[src/sv/running_mean_variance_minmax_assert.svh]
// Assertion macros shared by the running statistics modules.
`ifndef RUNNING_MEAN_VARIANCE_MINMAX_ASSERT_SVH
`define RUNNING_MEAN_VARIANCE_MINMAX_ASSERT_SVH
`ifndef SYNTH
// Same-cycle implication, disabled in reset
`define RMV_ASSERT_IMP(label, clk, rst, pre, post) \
   label: assert property (@(posedge clk) disable iff (rst) (pre) |-> (post)) \
      else $error("running statistics: check failed");
// Next-cycle implication, disabled in reset
`define RMV_ASSERT_NXT(label, clk, rst, pre, post) \
   label: assert property (@(posedge clk) disable iff (rst) (pre) |=> (post)) \
      else $error("running statistics: check failed");
`else
`define RMV_ASSERT_IMP(label, clk, rst, pre, post)
`define RMV_ASSERT_NXT(label, clk, rst, pre, post)
`endif
`endif

[src/sv/rmvm_pkg.sv]
// Package: formats, controller states and command/status types.
package rmvm_pkg;

   // Sample and mean formats
   localparam int SAMPLE_WIDTH       = 24;
   localparam int MEAN_FRACTION_BITS = 16;
   localparam int MEAN_W             = SAMPLE_WIDTH + MEAN_FRACTION_BITS;

   // Port field widths
   localparam int SAMPLE_PORT_W = 24;
   localparam int COUNT_W       = 32;
   localparam int MEAN_PORT_W   = 40;
   localparam int VAR_W         = 54;
   localparam int DEV_W         = 64;

   // Serial divider: 64-bit dividend, count-wide divisor
   localparam int DIV_W  = DEV_W;
   localparam int STEP_W = $clog2(DIV_W + 1);

   // Multiplier split into four half-by-half partial products
   localparam int HALF_W = (MEAN_W + 1) / 2;
   localparam int PROD_W = 4 * HALF_W;
   localparam int TERM_W = (PROD_W + 8 > DEV_W + 1) ? PROD_W + 8 : DEV_W + 1;

   typedef enum logic [3:0] {
      S_IDLE,
      S_MEAN_GO,
      S_MEAN_WAIT,
      S_MEAN_UPD,
      S_DIFF,
      S_MUL,
      S_ACC,
      S_DEV,
      S_VAR_GO,
      S_VAR_WAIT,
      S_DONE
   } state_type;

   typedef struct packed {
      logic       load;
      logic       div_start;
      logic       div_var;
      logic       mean_upd;
      logic       diff;
      logic       mul_step;
      logic       acc_step;
      logic       dev_upd;
      logic       out_load;
      logic [1:0] pp_sel;
   } dp_cmd_type;

   typedef struct packed {
      logic div_busy;
      logic div_done;
   } dp_stat_type;

endpackage

[src/sv/rmvm_divider.sv]
// Restoring serial divider, one quotient bit per cycle.
module rmvm_divider
   import rmvm_pkg::*;
(
   input  logic               clock,
   input  logic               reset,
   input  logic               start,
   input  logic [DIV_W-1:0]   dividend,
   input  logic [COUNT_W-1:0] divisor,
   input  logic [STEP_W-1:0]  steps,
   output logic [DIV_W-1:0]   quotient,
   output logic               busy,
   output logic               done
);

   logic               busy_ff, busy_in;
   logic [STEP_W-1:0]  cnt_ff, cnt_in;
   logic [DIV_W-1:0]   dvd_ff, dvd_in;
   logic [DIV_W-1:0]   quot_ff, quot_in;
   logic [COUNT_W-1:0] rem_ff, rem_in;
   logic [COUNT_W-1:0] dvs_ff, dvs_in;
   logic [COUNT_W:0]   trial;
   logic               fits;

   // Operand load on start, else one shift-subtract step while busy
   always_comb begin
      trial   = {rem_ff, dvd_ff[DIV_W-1]};
      fits    = trial >= {1'b0, dvs_ff};
      busy_in = busy_ff;
      cnt_in  = cnt_ff;
      dvd_in  = dvd_ff;
      quot_in = quot_ff;
      rem_in  = rem_ff;
      dvs_in  = dvs_ff;
      if (start) begin
         busy_in = 1'b1;
         cnt_in  = steps;
         dvd_in  = dividend;
         quot_in = '0;
         rem_in  = '0;
         dvs_in  = divisor;
      end else if (busy_ff) begin
         dvd_in  = {dvd_ff[DIV_W-2:0], 1'b0};
         quot_in = {quot_ff[DIV_W-2:0], fits};
         rem_in  = fits ? COUNT_W'(trial - {1'b0, dvs_ff}) : COUNT_W'(trial);
         cnt_in  = cnt_ff - 1'b1;
         if (cnt_ff == STEP_W'(1)) begin
            busy_in = 1'b0;
         end
      end
   end

   always_ff @(posedge clock) begin
      if (reset) begin
         busy_ff <= 1'b0;
         cnt_ff  <= '0;
      end else begin
         busy_ff <= busy_in;
         cnt_ff  <= cnt_in;
      end
   end

   always_ff @(posedge clock) begin
      dvd_ff  <= dvd_in;
      quot_ff <= quot_in;
      rem_ff  <= rem_in;
      dvs_ff  <= dvs_in;
   end

   assign quotient = quot_ff;
   assign busy     = busy_ff;
   assign done     = busy_ff && (cnt_ff == STEP_W'(1));

endmodule

[src/sv/rmvm_datapath.sv]
// Datapath: statistics state, Welford update, partial-product multiplier, result word.
module rmvm_datapath
   import rmvm_pkg::*;
(
   input  logic                     clock,
   input  logic                     reset,
   input  dp_cmd_type               cmd,
   output dp_stat_type              stat,
   input  logic [SAMPLE_PORT_W-1:0] req_sample,
   output logic [COUNT_W-1:0]       rsp_event_count,
   output logic [MEAN_PORT_W-1:0]   rsp_running_mean,
   output logic [VAR_W-1:0]         rsp_running_variance,
   output logic [SAMPLE_PORT_W-1:0] rsp_minimum_sample,
   output logic [SAMPLE_PORT_W-1:0] rsp_maximum_sample
);

`include "running_mean_variance_minmax_assert.svh"

   // Statistics state
   logic [COUNT_W-1:0]      count_ff, count_in;
   logic [MEAN_W-1:0]       mean_ff, mean_in;
   logic [DEV_W-1:0]        dev_ff, dev_in;
   logic [SAMPLE_WIDTH-1:0] min_ff, min_in;
   logic [SAMPLE_WIDTH-1:0] max_ff, max_in;

   // Per-word working registers
   logic [SAMPLE_WIDTH-1:0] x_ff;
   logic [MEAN_W-1:0]       d1_ff, d1_in;
   logic                    below_ff, below_in;
   logic [MEAN_W-1:0]       d2_ff;
   logic [2*HALF_W-1:0]     pp_ff;
   logic [PROD_W-1:0]       acc_ff, acc_in;

   // Result word
   logic [COUNT_W-1:0]      out_count_ff;
   logic [MEAN_W-1:0]       out_mean_ff;
   logic [VAR_W-1:0]        out_var_ff, var_in;
   logic [SAMPLE_WIDTH-1:0] out_min_ff, out_max_ff;

   logic [SAMPLE_WIDTH-1:0] x_in;
   logic [MEAN_W-1:0]       xs_in, x_scaled, quot_mean, d2_in;
   logic [2*HALF_W-1:0]     a_pad, b_pad;
   logic [HALF_W-1:0]       a_part, b_part;
   logic [PROD_W-1:0]       pp_shift;
   logic [TERM_W-1:0]       term_wide;
   logic [DEV_W-1:0]        term;
   logic [DEV_W:0]          dev_sum;
   logic [DIV_W-1:0]        div_dividend, quotient;
   logic [COUNT_W-1:0]      div_divisor;
   logic [STEP_W-1:0]       div_steps;
   logic [VAR_W-1:0]        var_sat;
   logic                    div_busy, div_done;

   // Incoming sample and first difference from the old mean
   always_comb begin
      x_in     = SAMPLE_WIDTH'(req_sample);
      xs_in    = MEAN_W'(x_in) << MEAN_FRACTION_BITS;
      below_in = xs_in < mean_ff;
      d1_in    = below_in ? mean_ff - xs_in : xs_in - mean_ff;
      x_scaled = MEAN_W'(x_ff) << MEAN_FRACTION_BITS;
   end

   // Mean step and second difference from the new mean
   always_comb begin
      quot_mean = quotient[MEAN_W-1:0];
      mean_in   = below_ff ? mean_ff - quot_mean : mean_ff + quot_mean;
      d2_in     = below_ff ? mean_ff - x_scaled : x_scaled - mean_ff;
   end

   // Divider operands: d1 over the count, or the deviation sum over count less one
   always_comb begin
      if (cmd.div_var) begin
         div_dividend = dev_ff;
         div_divisor  = count_ff - 1'b1;
         div_steps    = STEP_W'(DIV_W);
      end else begin
         div_dividend = DIV_W'(d1_ff) << (DIV_W - MEAN_W);
         div_divisor  = count_ff;
         div_steps    = STEP_W'(MEAN_W);
      end
   end

   rmvm_divider u_div (
      .clock    (clock),
      .reset    (reset),
      .start    (cmd.div_start),
      .dividend (div_dividend),
      .divisor  (div_divisor),
      .steps    (div_steps),
      .quotient (quotient),
      .busy     (div_busy),
      .done     (div_done)
   );

   // Partial product select and accumulation shift
   always_comb begin
      a_pad  = (2*HALF_W)'(d1_ff);
      b_pad  = (2*HALF_W)'(d2_ff);
      a_part = cmd.pp_sel[1] ? a_pad[2*HALF_W-1:HALF_W] : a_pad[HALF_W-1:0];
      b_part = cmd.pp_sel[0] ? b_pad[2*HALF_W-1:HALF_W] : b_pad[HALF_W-1:0];
      unique case (cmd.pp_sel)
         2'd0:    pp_shift = PROD_W'(pp_ff);
         2'd1,
         2'd2:    pp_shift = PROD_W'(pp_ff) << HALF_W;
         default: pp_shift = PROD_W'(pp_ff) << (2*HALF_W);
      endcase
      acc_in = acc_ff + pp_shift;
   end

   // Product to Q.8, then saturating add into the deviation sum
   always_comb begin
      term_wide = (TERM_W'(acc_ff) << 8) >> (2*MEAN_FRACTION_BITS);
      term      = (|term_wide[TERM_W-1:DEV_W]) ? '1 : term_wide[DEV_W-1:0];
      dev_sum   = {1'b0, dev_ff} + {1'b0, term};
      dev_in    = dev_sum[DEV_W] ? '1 : dev_sum[DEV_W-1:0];
   end

   // Count, extremes and variance
   always_comb begin
      count_in = (count_ff == '1) ? count_ff : count_ff + 1'b1;
      min_in   = (x_in < min_ff) ? x_in : min_ff;
      max_in   = (x_in > max_ff) ? x_in : max_ff;
      var_sat  = (|quotient[DIV_W-1:VAR_W]) ? '1 : quotient[VAR_W-1:0];
      var_in   = (count_ff > COUNT_W'(1)) ? var_sat : '0;
   end

   // Statistics state, reset to zero but for the minimum, which resets to all ones
   always_ff @(posedge clock) begin
      if (reset) begin
         count_ff <= '0;
         mean_ff  <= '0;
         dev_ff   <= '0;
         min_ff   <= '1;
         max_ff   <= '0;
      end else begin
         if (cmd.load) begin
            count_ff <= count_in;
            min_ff   <= min_in;
            max_ff   <= max_in;
         end
         if (cmd.mean_upd) begin
            mean_ff <= mean_in;
         end
         if (cmd.dev_upd) begin
            dev_ff <= dev_in;
         end
      end
   end

   // Working and result registers
   always_ff @(posedge clock) begin
      if (cmd.load) begin
         x_ff     <= x_in;
         d1_ff    <= d1_in;
         below_ff <= below_in;
         acc_ff   <= '0;
      end else if (cmd.acc_step) begin
         acc_ff <= acc_in;
      end
      if (cmd.diff) begin
         d2_ff <= d2_in;
      end
      if (cmd.mul_step) begin
         pp_ff <= a_part * b_part;
      end
      if (cmd.out_load) begin
         out_count_ff <= count_ff;
         out_mean_ff  <= mean_ff;
         out_var_ff   <= var_in;
         out_min_ff   <= min_ff;
         out_max_ff   <= max_ff;
      end
   end

   assign stat.div_busy        = div_busy;
   assign stat.div_done        = div_done;
   assign rsp_event_count      = out_count_ff;
   assign rsp_running_mean     = MEAN_PORT_W'(out_mean_ff);
   assign rsp_running_variance = out_var_ff;
   assign rsp_minimum_sample   = SAMPLE_PORT_W'(out_min_ff);
   assign rsp_maximum_sample   = SAMPLE_PORT_W'(out_max_ff);

   // The deviation sum only grows, and a counted sample leaves a non-zero count
   `RMV_ASSERT_NXT(a_dev_grows, clock, reset, cmd.dev_upd, dev_ff >= $past(dev_ff))
   `RMV_ASSERT_NXT(a_count_set, clock, reset, cmd.load, count_ff != '0)

endmodule

[src/sv/rmvm_ctrl.sv]
// Controller: sequences one word through divide, multiply and divide, owns the handshakes.
module rmvm_ctrl
   import rmvm_pkg::*;
(
   input  logic        clock,
   input  logic        reset,
   input  logic        req_valid,
   output logic        req_ready,
   output logic        rsp_valid,
   input  logic        rsp_ready,
   output dp_cmd_type  cmd,
   input  dp_stat_type stat
);

`include "running_mean_variance_minmax_assert.svh"

   state_type  state_ff, state_in;
   logic [1:0] idx_ff, idx_in;
   logic       rsp_valid_ff, rsp_valid_in;
   logic       out_free;

   // Next state and commands
   always_comb begin
      state_in     = state_ff;
      idx_in       = idx_ff;
      cmd          = '0;
      cmd.pp_sel   = idx_ff;
      req_ready    = 1'b0;
      out_free     = !rsp_valid_ff || rsp_ready;
      rsp_valid_in = rsp_valid_ff && !rsp_ready;
      unique case (state_ff)
         S_IDLE: begin
            req_ready = 1'b1;
            if (req_valid) begin
               cmd.load = 1'b1;
               idx_in   = '0;
               state_in = S_MEAN_GO;
            end
         end
         S_MEAN_GO: begin
            cmd.div_start = 1'b1;
            state_in      = S_MEAN_WAIT;
         end
         S_MEAN_WAIT: begin
            if (stat.div_done) begin
               state_in = S_MEAN_UPD;
            end
         end
         S_MEAN_UPD: begin
            cmd.mean_upd = 1'b1;
            state_in     = S_DIFF;
         end
         S_DIFF: begin
            cmd.diff = 1'b1;
            state_in = S_MUL;
         end
         S_MUL: begin
            cmd.mul_step = 1'b1;
            state_in     = S_ACC;
         end
         S_ACC: begin
            cmd.acc_step = 1'b1;
            idx_in       = idx_ff + 1'b1;
            state_in     = (idx_ff == 2'd3) ? S_DEV : S_MUL;
         end
         S_DEV: begin
            cmd.dev_upd = 1'b1;
            state_in    = S_VAR_GO;
         end
         S_VAR_GO: begin
            cmd.div_start = 1'b1;
            cmd.div_var   = 1'b1;
            state_in      = S_VAR_WAIT;
         end
         S_VAR_WAIT: begin
            cmd.div_var = 1'b1;
            if (stat.div_done) begin
               state_in = S_DONE;
            end
         end
         S_DONE: begin
            cmd.div_var = 1'b1;
            if (out_free) begin
               cmd.out_load = 1'b1;
               rsp_valid_in = 1'b1;
               state_in     = S_IDLE;
            end
         end
         default: begin
            state_in = S_IDLE;
         end
      endcase
   end

   always_ff @(posedge clock) begin
      if (reset) begin
         state_ff     <= S_IDLE;
         idx_ff       <= '0;
         rsp_valid_ff <= 1'b0;
      end else begin
         state_ff     <= state_in;
         idx_ff       <= idx_in;
         rsp_valid_ff <= rsp_valid_in;
      end
   end

   assign rsp_valid = rsp_valid_ff;

   // Divider started only when free; result word never overwrites one not taken
   `RMV_ASSERT_IMP(a_div_free, clock, reset, cmd.div_start, !stat.div_busy)
   `RMV_ASSERT_IMP(a_out_free, clock, reset, cmd.out_load, !rsp_valid_ff || rsp_ready)
   `RMV_ASSERT_NXT(a_accept_go, clock, reset, req_valid && req_ready, state_ff == S_MEAN_GO)

endmodule

[src/sv/running_mean_variance_minmax.sv]
// One word in flight: a new word is accepted only in idle, after the last result word is loaded.
// Each word passes the serial divider for the mean (40 quotient bits), four partial-product
//   multiply and accumulate steps, and the divider again for the variance (64 quotient bits).
// The next word is accepted while the result word waits in the output register.
// Reset (synchronous, active high) clears count, mean and deviation sum to zero,
//   the minimum to all ones, the maximum to zero, and empties the output register.
module running_mean_variance_minmax
   import rmvm_pkg::*;
(
   input  logic                     clock,
   input  logic                     reset,
   input  logic                     req_valid,
   output logic                     req_ready,
   input  logic [SAMPLE_PORT_W-1:0] req_sample,
   output logic                     rsp_valid,
   input  logic                     rsp_ready,
   output logic [COUNT_W-1:0]       rsp_event_count,
   output logic [MEAN_PORT_W-1:0]   rsp_running_mean,
   output logic [VAR_W-1:0]         rsp_running_variance,
   output logic [SAMPLE_PORT_W-1:0] rsp_minimum_sample,
   output logic [SAMPLE_PORT_W-1:0] rsp_maximum_sample
);

   dp_cmd_type  cmd;
   dp_stat_type stat;

   // Sequencer
   rmvm_ctrl u_ctrl (
      .clock     (clock),
      .reset     (reset),
      .req_valid (req_valid),
      .req_ready (req_ready),
      .rsp_valid (rsp_valid),
      .rsp_ready (rsp_ready),
      .cmd       (cmd),
      .stat      (stat)
   );

   // Arithmetic and state
   rmvm_datapath u_dp (
      .clock                (clock),
      .reset                (reset),
      .cmd                  (cmd),
      .stat                 (stat),
      .req_sample           (req_sample),
      .rsp_event_count      (rsp_event_count),
      .rsp_running_mean     (rsp_running_mean),
      .rsp_running_variance (rsp_running_variance),
      .rsp_minimum_sample   (rsp_minimum_sample),
      .rsp_maximum_sample   (rsp_maximum_sample)
   );

endmodule
[config.mk]
export PLATFORM = sky130hd
export DESIGN_NAME = running_mean_variance_minmax
export DESIGN_NICKNAME = d
export VERILOG_FILES = /design/src/sv/rmvm_pkg.sv /design/src/sv/rmvm_divider.sv /design/src/sv/rmvm_datapath.sv /design/src/sv/rmvm_ctrl.sv /design/src/sv/running_mean_variance_minmax.sv
export VERILOG_INCLUDE_DIRS = /design/src /design/src/sv
export SDC_FILE = /design/constraint.sdc
export NUM_CORES = 2
export LEC_CHECK = 0
export BUFFER_PORTS_ARGS = -buffer_cell sky130_fd_sc_hd__clkbuf_2
export CAP_MARGIN = 30
export CORE_UTILIZATION = 38
export CTS_CLUSTER_SIZE = 10
export DETAILED_ROUTE_END_ITERATION = 8
export PLACE_DENSITY = 0.59
export SYNTH_ARGS = -nofsm -noshare
export SYNTH_HDL_FRONTEND = slang
export SYNTH_SLANG_ARGS = --single-unit
[constraint.sdc]
create_clock -name clock -period 9.9 [get_ports clock]
set_input_delay 0 -clock clock [delete_from_list [all_inputs] [get_ports clock]]
set_output_delay 0 -clock clock [all_outputs]
set_load 0.03 [all_outputs]
### Yosys cells after proc, flatten, opt, wreduce, memory -nomap -nowiden

Cells that the tools add are included.

| word-level totals | value |
|---|---|
| register bits after elaboration | 790 |
| output and inout port bits | 176 |

| operators by class | value |
|---|---|
| equality and inequality tests | 19 |
| bitwise logic cells | 1 |
| $mul | 1 |
| add/subtract/negate cells | 13 |
| reduce and logical (&&, ||, !) cells | 18 |
| muxes and demuxes | 41 |
| order comparisons | 5 |

Operator list:

| cell | count |
|---|---|
| two-way mux 64 bit | 4 |
| subtractor 40 bit | 5 |
| one-hot mux 80 bit (2 select lines) | 1 |
| two-way mux 40 bit | 3 |
| adder 80 bit | 1 |
| adder 64 x 56 -> 65 bit | 1 |
| two-way mux 32 bit | 2 |
| two-way mux 54 bit | 1 |
| one-hot mux 4 bit (11 select lines) | 1 |
| adder 40 bit | 1 |
| < comparator 40 bit | 1 |
| multiplier 20 x 20 -> 40 bit | 1 |
| two-way mux 20 bit | 2 |
| >= comparator 33 x 32 -> 1 bit | 1 |
| adder 32 x 1 -> 32 bit, second input constant | 1 |
| == test 32 bit, second input constant | 1 |
| greater-than comparator 32 x 1 -> 1 bit, second input constant | 1 |
| subtractor 32 x 1 -> 32 bit, second input constant | 1 |
| subtractor 32 bit | 1 |
| greater-than comparator 24 bit | 1 |
| < comparator 24 bit | 1 |
| two-way mux 7 bit | 3 |
| two-way mux 1 bit | 17 |
| == test 4 x 3 -> 1 bit, second input constant | 4 |
| 25 further kinds | 42 |

### Depth between registers and ports, before layout

| logic depth | value |
|---|---|
| word-level depth | 5 |
| gate-level depth with buffers | 34 |

### Cells and area by module

Synthesis repeated with hierarchy kept, for this count alone.

| second synthesis, totals | value |
|---|---|
| cells, all modules | 6671 |
| area, all modules | 62124.6 um2 |

By module, submodules not included:

| module | seq. area each (um2) | instances | area an instance (um2) | cells an instance |
|---|---|---|---|---|
| rmvm_datapath | 14864.3 | 1 | 52042.4 | 5724 |
| rmvm_divider | 4964.8 | 1 | 9550.4 | 887 |
| rmvm_ctrl | 140.1 | 1 | 531.8 | 60 |

### Least setup slack after synthesis

No wires, ideal clock.

| path | value |
|---|---|
| path type | register to register |
| start point | register u_ctrl.state_ff[1] |
| end point | register u_dp.out_count_ff[0] (netlist: u_dp.rsp_event_count[0]), enable pin |
| data arrival time | 8.394 ns |
| setup slack | 0.777 ns |
| clock period less this slack | 9.123 ns |
| stages on the path, launching flop included | 4 |
| path through | dfxtp_1 > clkbuf_1 > nand3b_1 > nor2b_1 |

RTL lines:

| what | RTL line | source |
|---|---|---|
| start: declaration | rmvm_ctrl.sv:17 | `state_type state_ff, state_in;` |
| start signal: assignment | rmvm_ctrl.sv:101 | `state_ff <= state_in;` |
| end signal: assignment | rmvm_datapath.sv:167 | `out_count_ff <= count_ff;` |
| end: declaration | rmvm_datapath.sv:35 | `logic [COUNT_W-1:0] out_count_ff;` |

### Worst setup path in the final report

| path | value |
|---|---|
| start point | register u_ctrl.idx_ff[0] |
| end point | register u_dp.pp_ff[36] (data pin) |

| between the ends | value |
|---|---|
| longest elaborated chain between the ends | 2 |

RTL lines:

| what | RTL line | source |
|---|---|---|
| start: declaration | rmvm_ctrl.sv:18 | `logic [1:0] idx_ff, idx_in;` |
| start signal: assignment | rmvm_ctrl.sv:102 | `idx_ff <= idx_in;` |
| two-way mux 20 bit | rmvm_datapath.sv:100 | `b_part = cmd.pp_sel[0] ? b_pad[2*HALF_W-1:HALF_W] : b_pad[HALF_W-1:0];` |
| multiplier 20 x 20 -> 40 bit | rmvm_datapath.sv:164 | `pp_ff <= a_part * b_part;` |
| end signal: assignment | rmvm_datapath.sv:164 |  |
| end: declaration | rmvm_datapath.sv:31 | `logic [2*HALF_W-1:0] pp_ff;` |

No other way between the ends.
A chain may end at the register's enable or synchronous reset.

==> reports/results.txt <==
fin util - 42.56%
RR Startpoint - u_ctrl.idx_ff[0]$_SDFFE_PP0P_
#FFs+latches synth - 790
Post-synth EDFFs - 415
DP Area - 0.06327 mm^2
Clk pin slew, worst setup/hold paths - 0.05 ns
FP Rows - 145
RSZ-0062 raised after global routing - false
Remaining DRCs - 0
CP Capture Type - flop
die area - 0.1600 mm^2
most frequent CP cell - fa_1
area of the mapped netlist - 0.06020 mm^2
Critical Path Fanout Max - 17
min Tclk post-route - 8.686 ns
Layout area overhead - 10.83%
antenna violations before repair - 1
Critical path origin - u_ctrl.idx_ff[0]$_SDFFE_PP0P_
Syn Nets - 7528
syn_area_per_cell - 9.024 um^2
CP max stage delay - 0.77 ns
Adder-Cell Fraction of Synth Area - 21.30%
status - finished, final reports clean
worst hold path type - primary input to flop
largest family of logic cells by synthesized area - adder cells
GR peak layer - met2
count of final hold-check violations - 0
post-DR vias/cell - 5.405
count leader, synth - nor2_1
RD Place Congestion - 0.9813
post-synthesis compound-gate area fraction - 15.52%
top-area cell type share of the netlist area - 20.70%
Async SR Flop Fraction - 0%
H-tree Lvls - 3
Syn Inst Count - 6671
Avg WL per Cell - 20.55 um
Synth Warn # - 0
CTS tree - yes
total grt overflow - 0
FMAX - 115.1 MHz
drt first pass iters - 6
measured slew at the worst slew-check pin - 1.024 ns
antenna-violating nets left - 0
total of max-cap violations - 0
Seq/Total Area, Yosys - 33.17%
Die Ht - 400.0 um
XOR/XNOR share of the synthesized area - 5.761%
Synth Flop Type - edfxtp_1
I/O Pins - 204
Max Slew Vio Count - 0
post-route cell area - 0.06672 mm^2
critical hold path startpoint - req_sample[23]
DP HPWL - 140900 um
Post-Synth Simple-Gate Area - 14.92%
initial core utilization - 38.41%
post-cts sizing count - 0
share of cells above drive strength 1 - 7.496%
M2 GR Usage - 36.53%
flop2flop setup slack - 1.21 ns
CP max-delay cell - mux2i_2
largest net degree at the start of global routing - 145
Rel. slew slack - 30.35%
clk root buf - clkbuf_16
clock latency at the later pin of the worst-skew pair - 0.73 ns
Final nets - 7609
vias - 48049
Arrival @ worst endpoint - 9.15 ns
M1 GR Usage - 30.33%
global-route wire length before repair - 280100 um
GRT Total Usage - 22.57%
Port Buffers - 203
Setup Crit Path Kind - flop to flop
Critical Path RT - 10.37 ns
clk buf depth - 3
Synth top cells by count - nor2_1 (764), nand2_1 (695), inv_1 (599)
total CTS buffers - 97
vias in the first global route - 46853
routed wire length - 182700 um
mux cell area share after synthesis - 3.488%
die width - 400.0 um
top post-synthesis cells by area - edfxtp_1 (21%), dfxtp_1 (12%), fa_1 (11%)
setup TNS - 0 ns
Cell variety after synth - 85
Final setup viols - 0
Fin Clk Skew - 0.05042 ns
Initial DRC Count - 3294
Core ar. - 0.1568 mm^2
cell taking the most area after synthesis - edfxtp_1
Clock Sinks - 790
GR met3 Demand/Resource - 3.840%
Worst setup SP type - flop
post-route clock period utilization - 87.73%
==> timing repair <==
| item | CTS | global route |
|---|---|---|
| hold endpoints to repair | 79 | 0 |
| hold buffers | 27 | 0 |
| setup buffers | 0 | 0 |
==> worst max-delay path, delay by kind of cell (launching register included) <==
| family | cells | cell delay, ns |
|---|---|---|
| xor gates and xnor gates | 1 | 0.08 |
| and+or+nand+nor | 3 | 0.39 |
| adders and majority gates | 8 | 3.53 |
| muxes | 1 | 0.77 |
| buffers and inverters | 5 | 0.49 |
| DFF | 1 | 0.69 |
| AOI/OAI and AO/OA | 10 | 2.48 |
==> cells by family after synthesis <==
family	count (synthesis)
and+or+nand+nor	2036
AOI/OAI and AO/OA	1482
buffers and inverters	933
adders and majority gates	829
DFF	790
xor gates and xnor gates	396
muxes	205
==> final timing paths <==
kind | endpoint | cells after the start
max reg2reg | u_dp.pp_ff[36]$_DFFE_PP_ | 28
max | u_dp.pp_ff[36]$_DFFE_PP_ | 28
min | u_dp.x_ff[23]$_DFFE_PP_ | 2
min reg2reg | u_dp.rsp_minimum_sample[11]$_DFFE_PP_ | 0
==> sequential cells by signal, summed over array words and instances (netlist names), 32 cells and up <==
name                       flops
u_dp.count_ff                 32
u_dp.u_div.dvs_ff             32
u_dp.u_div.rem_ff             32
u_dp.rsp_event_count          32
u_dp.pp_ff                    40
u_dp.u_div.quotient           64
u_dp.dev_ff                   64
u_dp.acc_ff                   80
u_dp.u_div.dvd_ff             64
u_dp.a_pad                    40
u_dp.rsp_running_mean         40
u_dp.rsp_running_variance     54
u_dp.mean_ff                  40
u_dp.b_pad                    40
==> cells in the final DEF (no fill, tap or decap), drive strengths merged, types with 14 or more instances in the layout <==
master and count:
inv 603, o21a 36, and2 64, nor2 765, o21bai 46, nand4 76, a31oi 71, o21ai 293
a21o 215, a311oi 14, mux2 38, or2 15, nand3 89, a21oi 488, nor4 29, dfxtp 375
o31ai 17, a22o 47, fa 326, a211oi 37, xor2 154, xnor2 242, a221oi 14, dlygate4sd3 27
or3 23, buf 84, nor3 84, and3 39, clkinv 16, a22oi 44, nand2b 49, o211ai 39
clkbuf 358, edfxtp 415, ha 503, nor2b 59, o22ai 17, mux2i 167, nand2 695
==> layer usage <==
metal	share of wire (%)	vias up	wire length, um
met5	0.0071	-	13
met3	5.7	290	10500
li1	-	23113	-
met1	45	23366	81770
met4	3.8	2	6860
met2	46	1278	83530
==> area by class of cell <==
class                      count  area, um^2
fill                       15505       90030
inverter                     602        2266
timing repair buffer         313        2014
clock buffer                 156        2729
tap                         2058        2575
antenna                        1       2.502
sequential                   790       19980
clock inverter                21       341.6
multi-input combinational   4948       36820
==> stage by stage <==
step	hold slack, ns	worst slack (ns)	instances
after global placement	0.3242	1.284	8677
after detailed placement	0.3194	1.199	8679
final	0.1655	1.214	8889
after global routing	0.1438	0.6151	8888
after floorplan	0.09887	0.7767	6671
after CTS	0.1023	1.178	8883
Power is not shown: default switching activity piles up to over one toggle a cycle in this logic, so the estimate is an artifact.
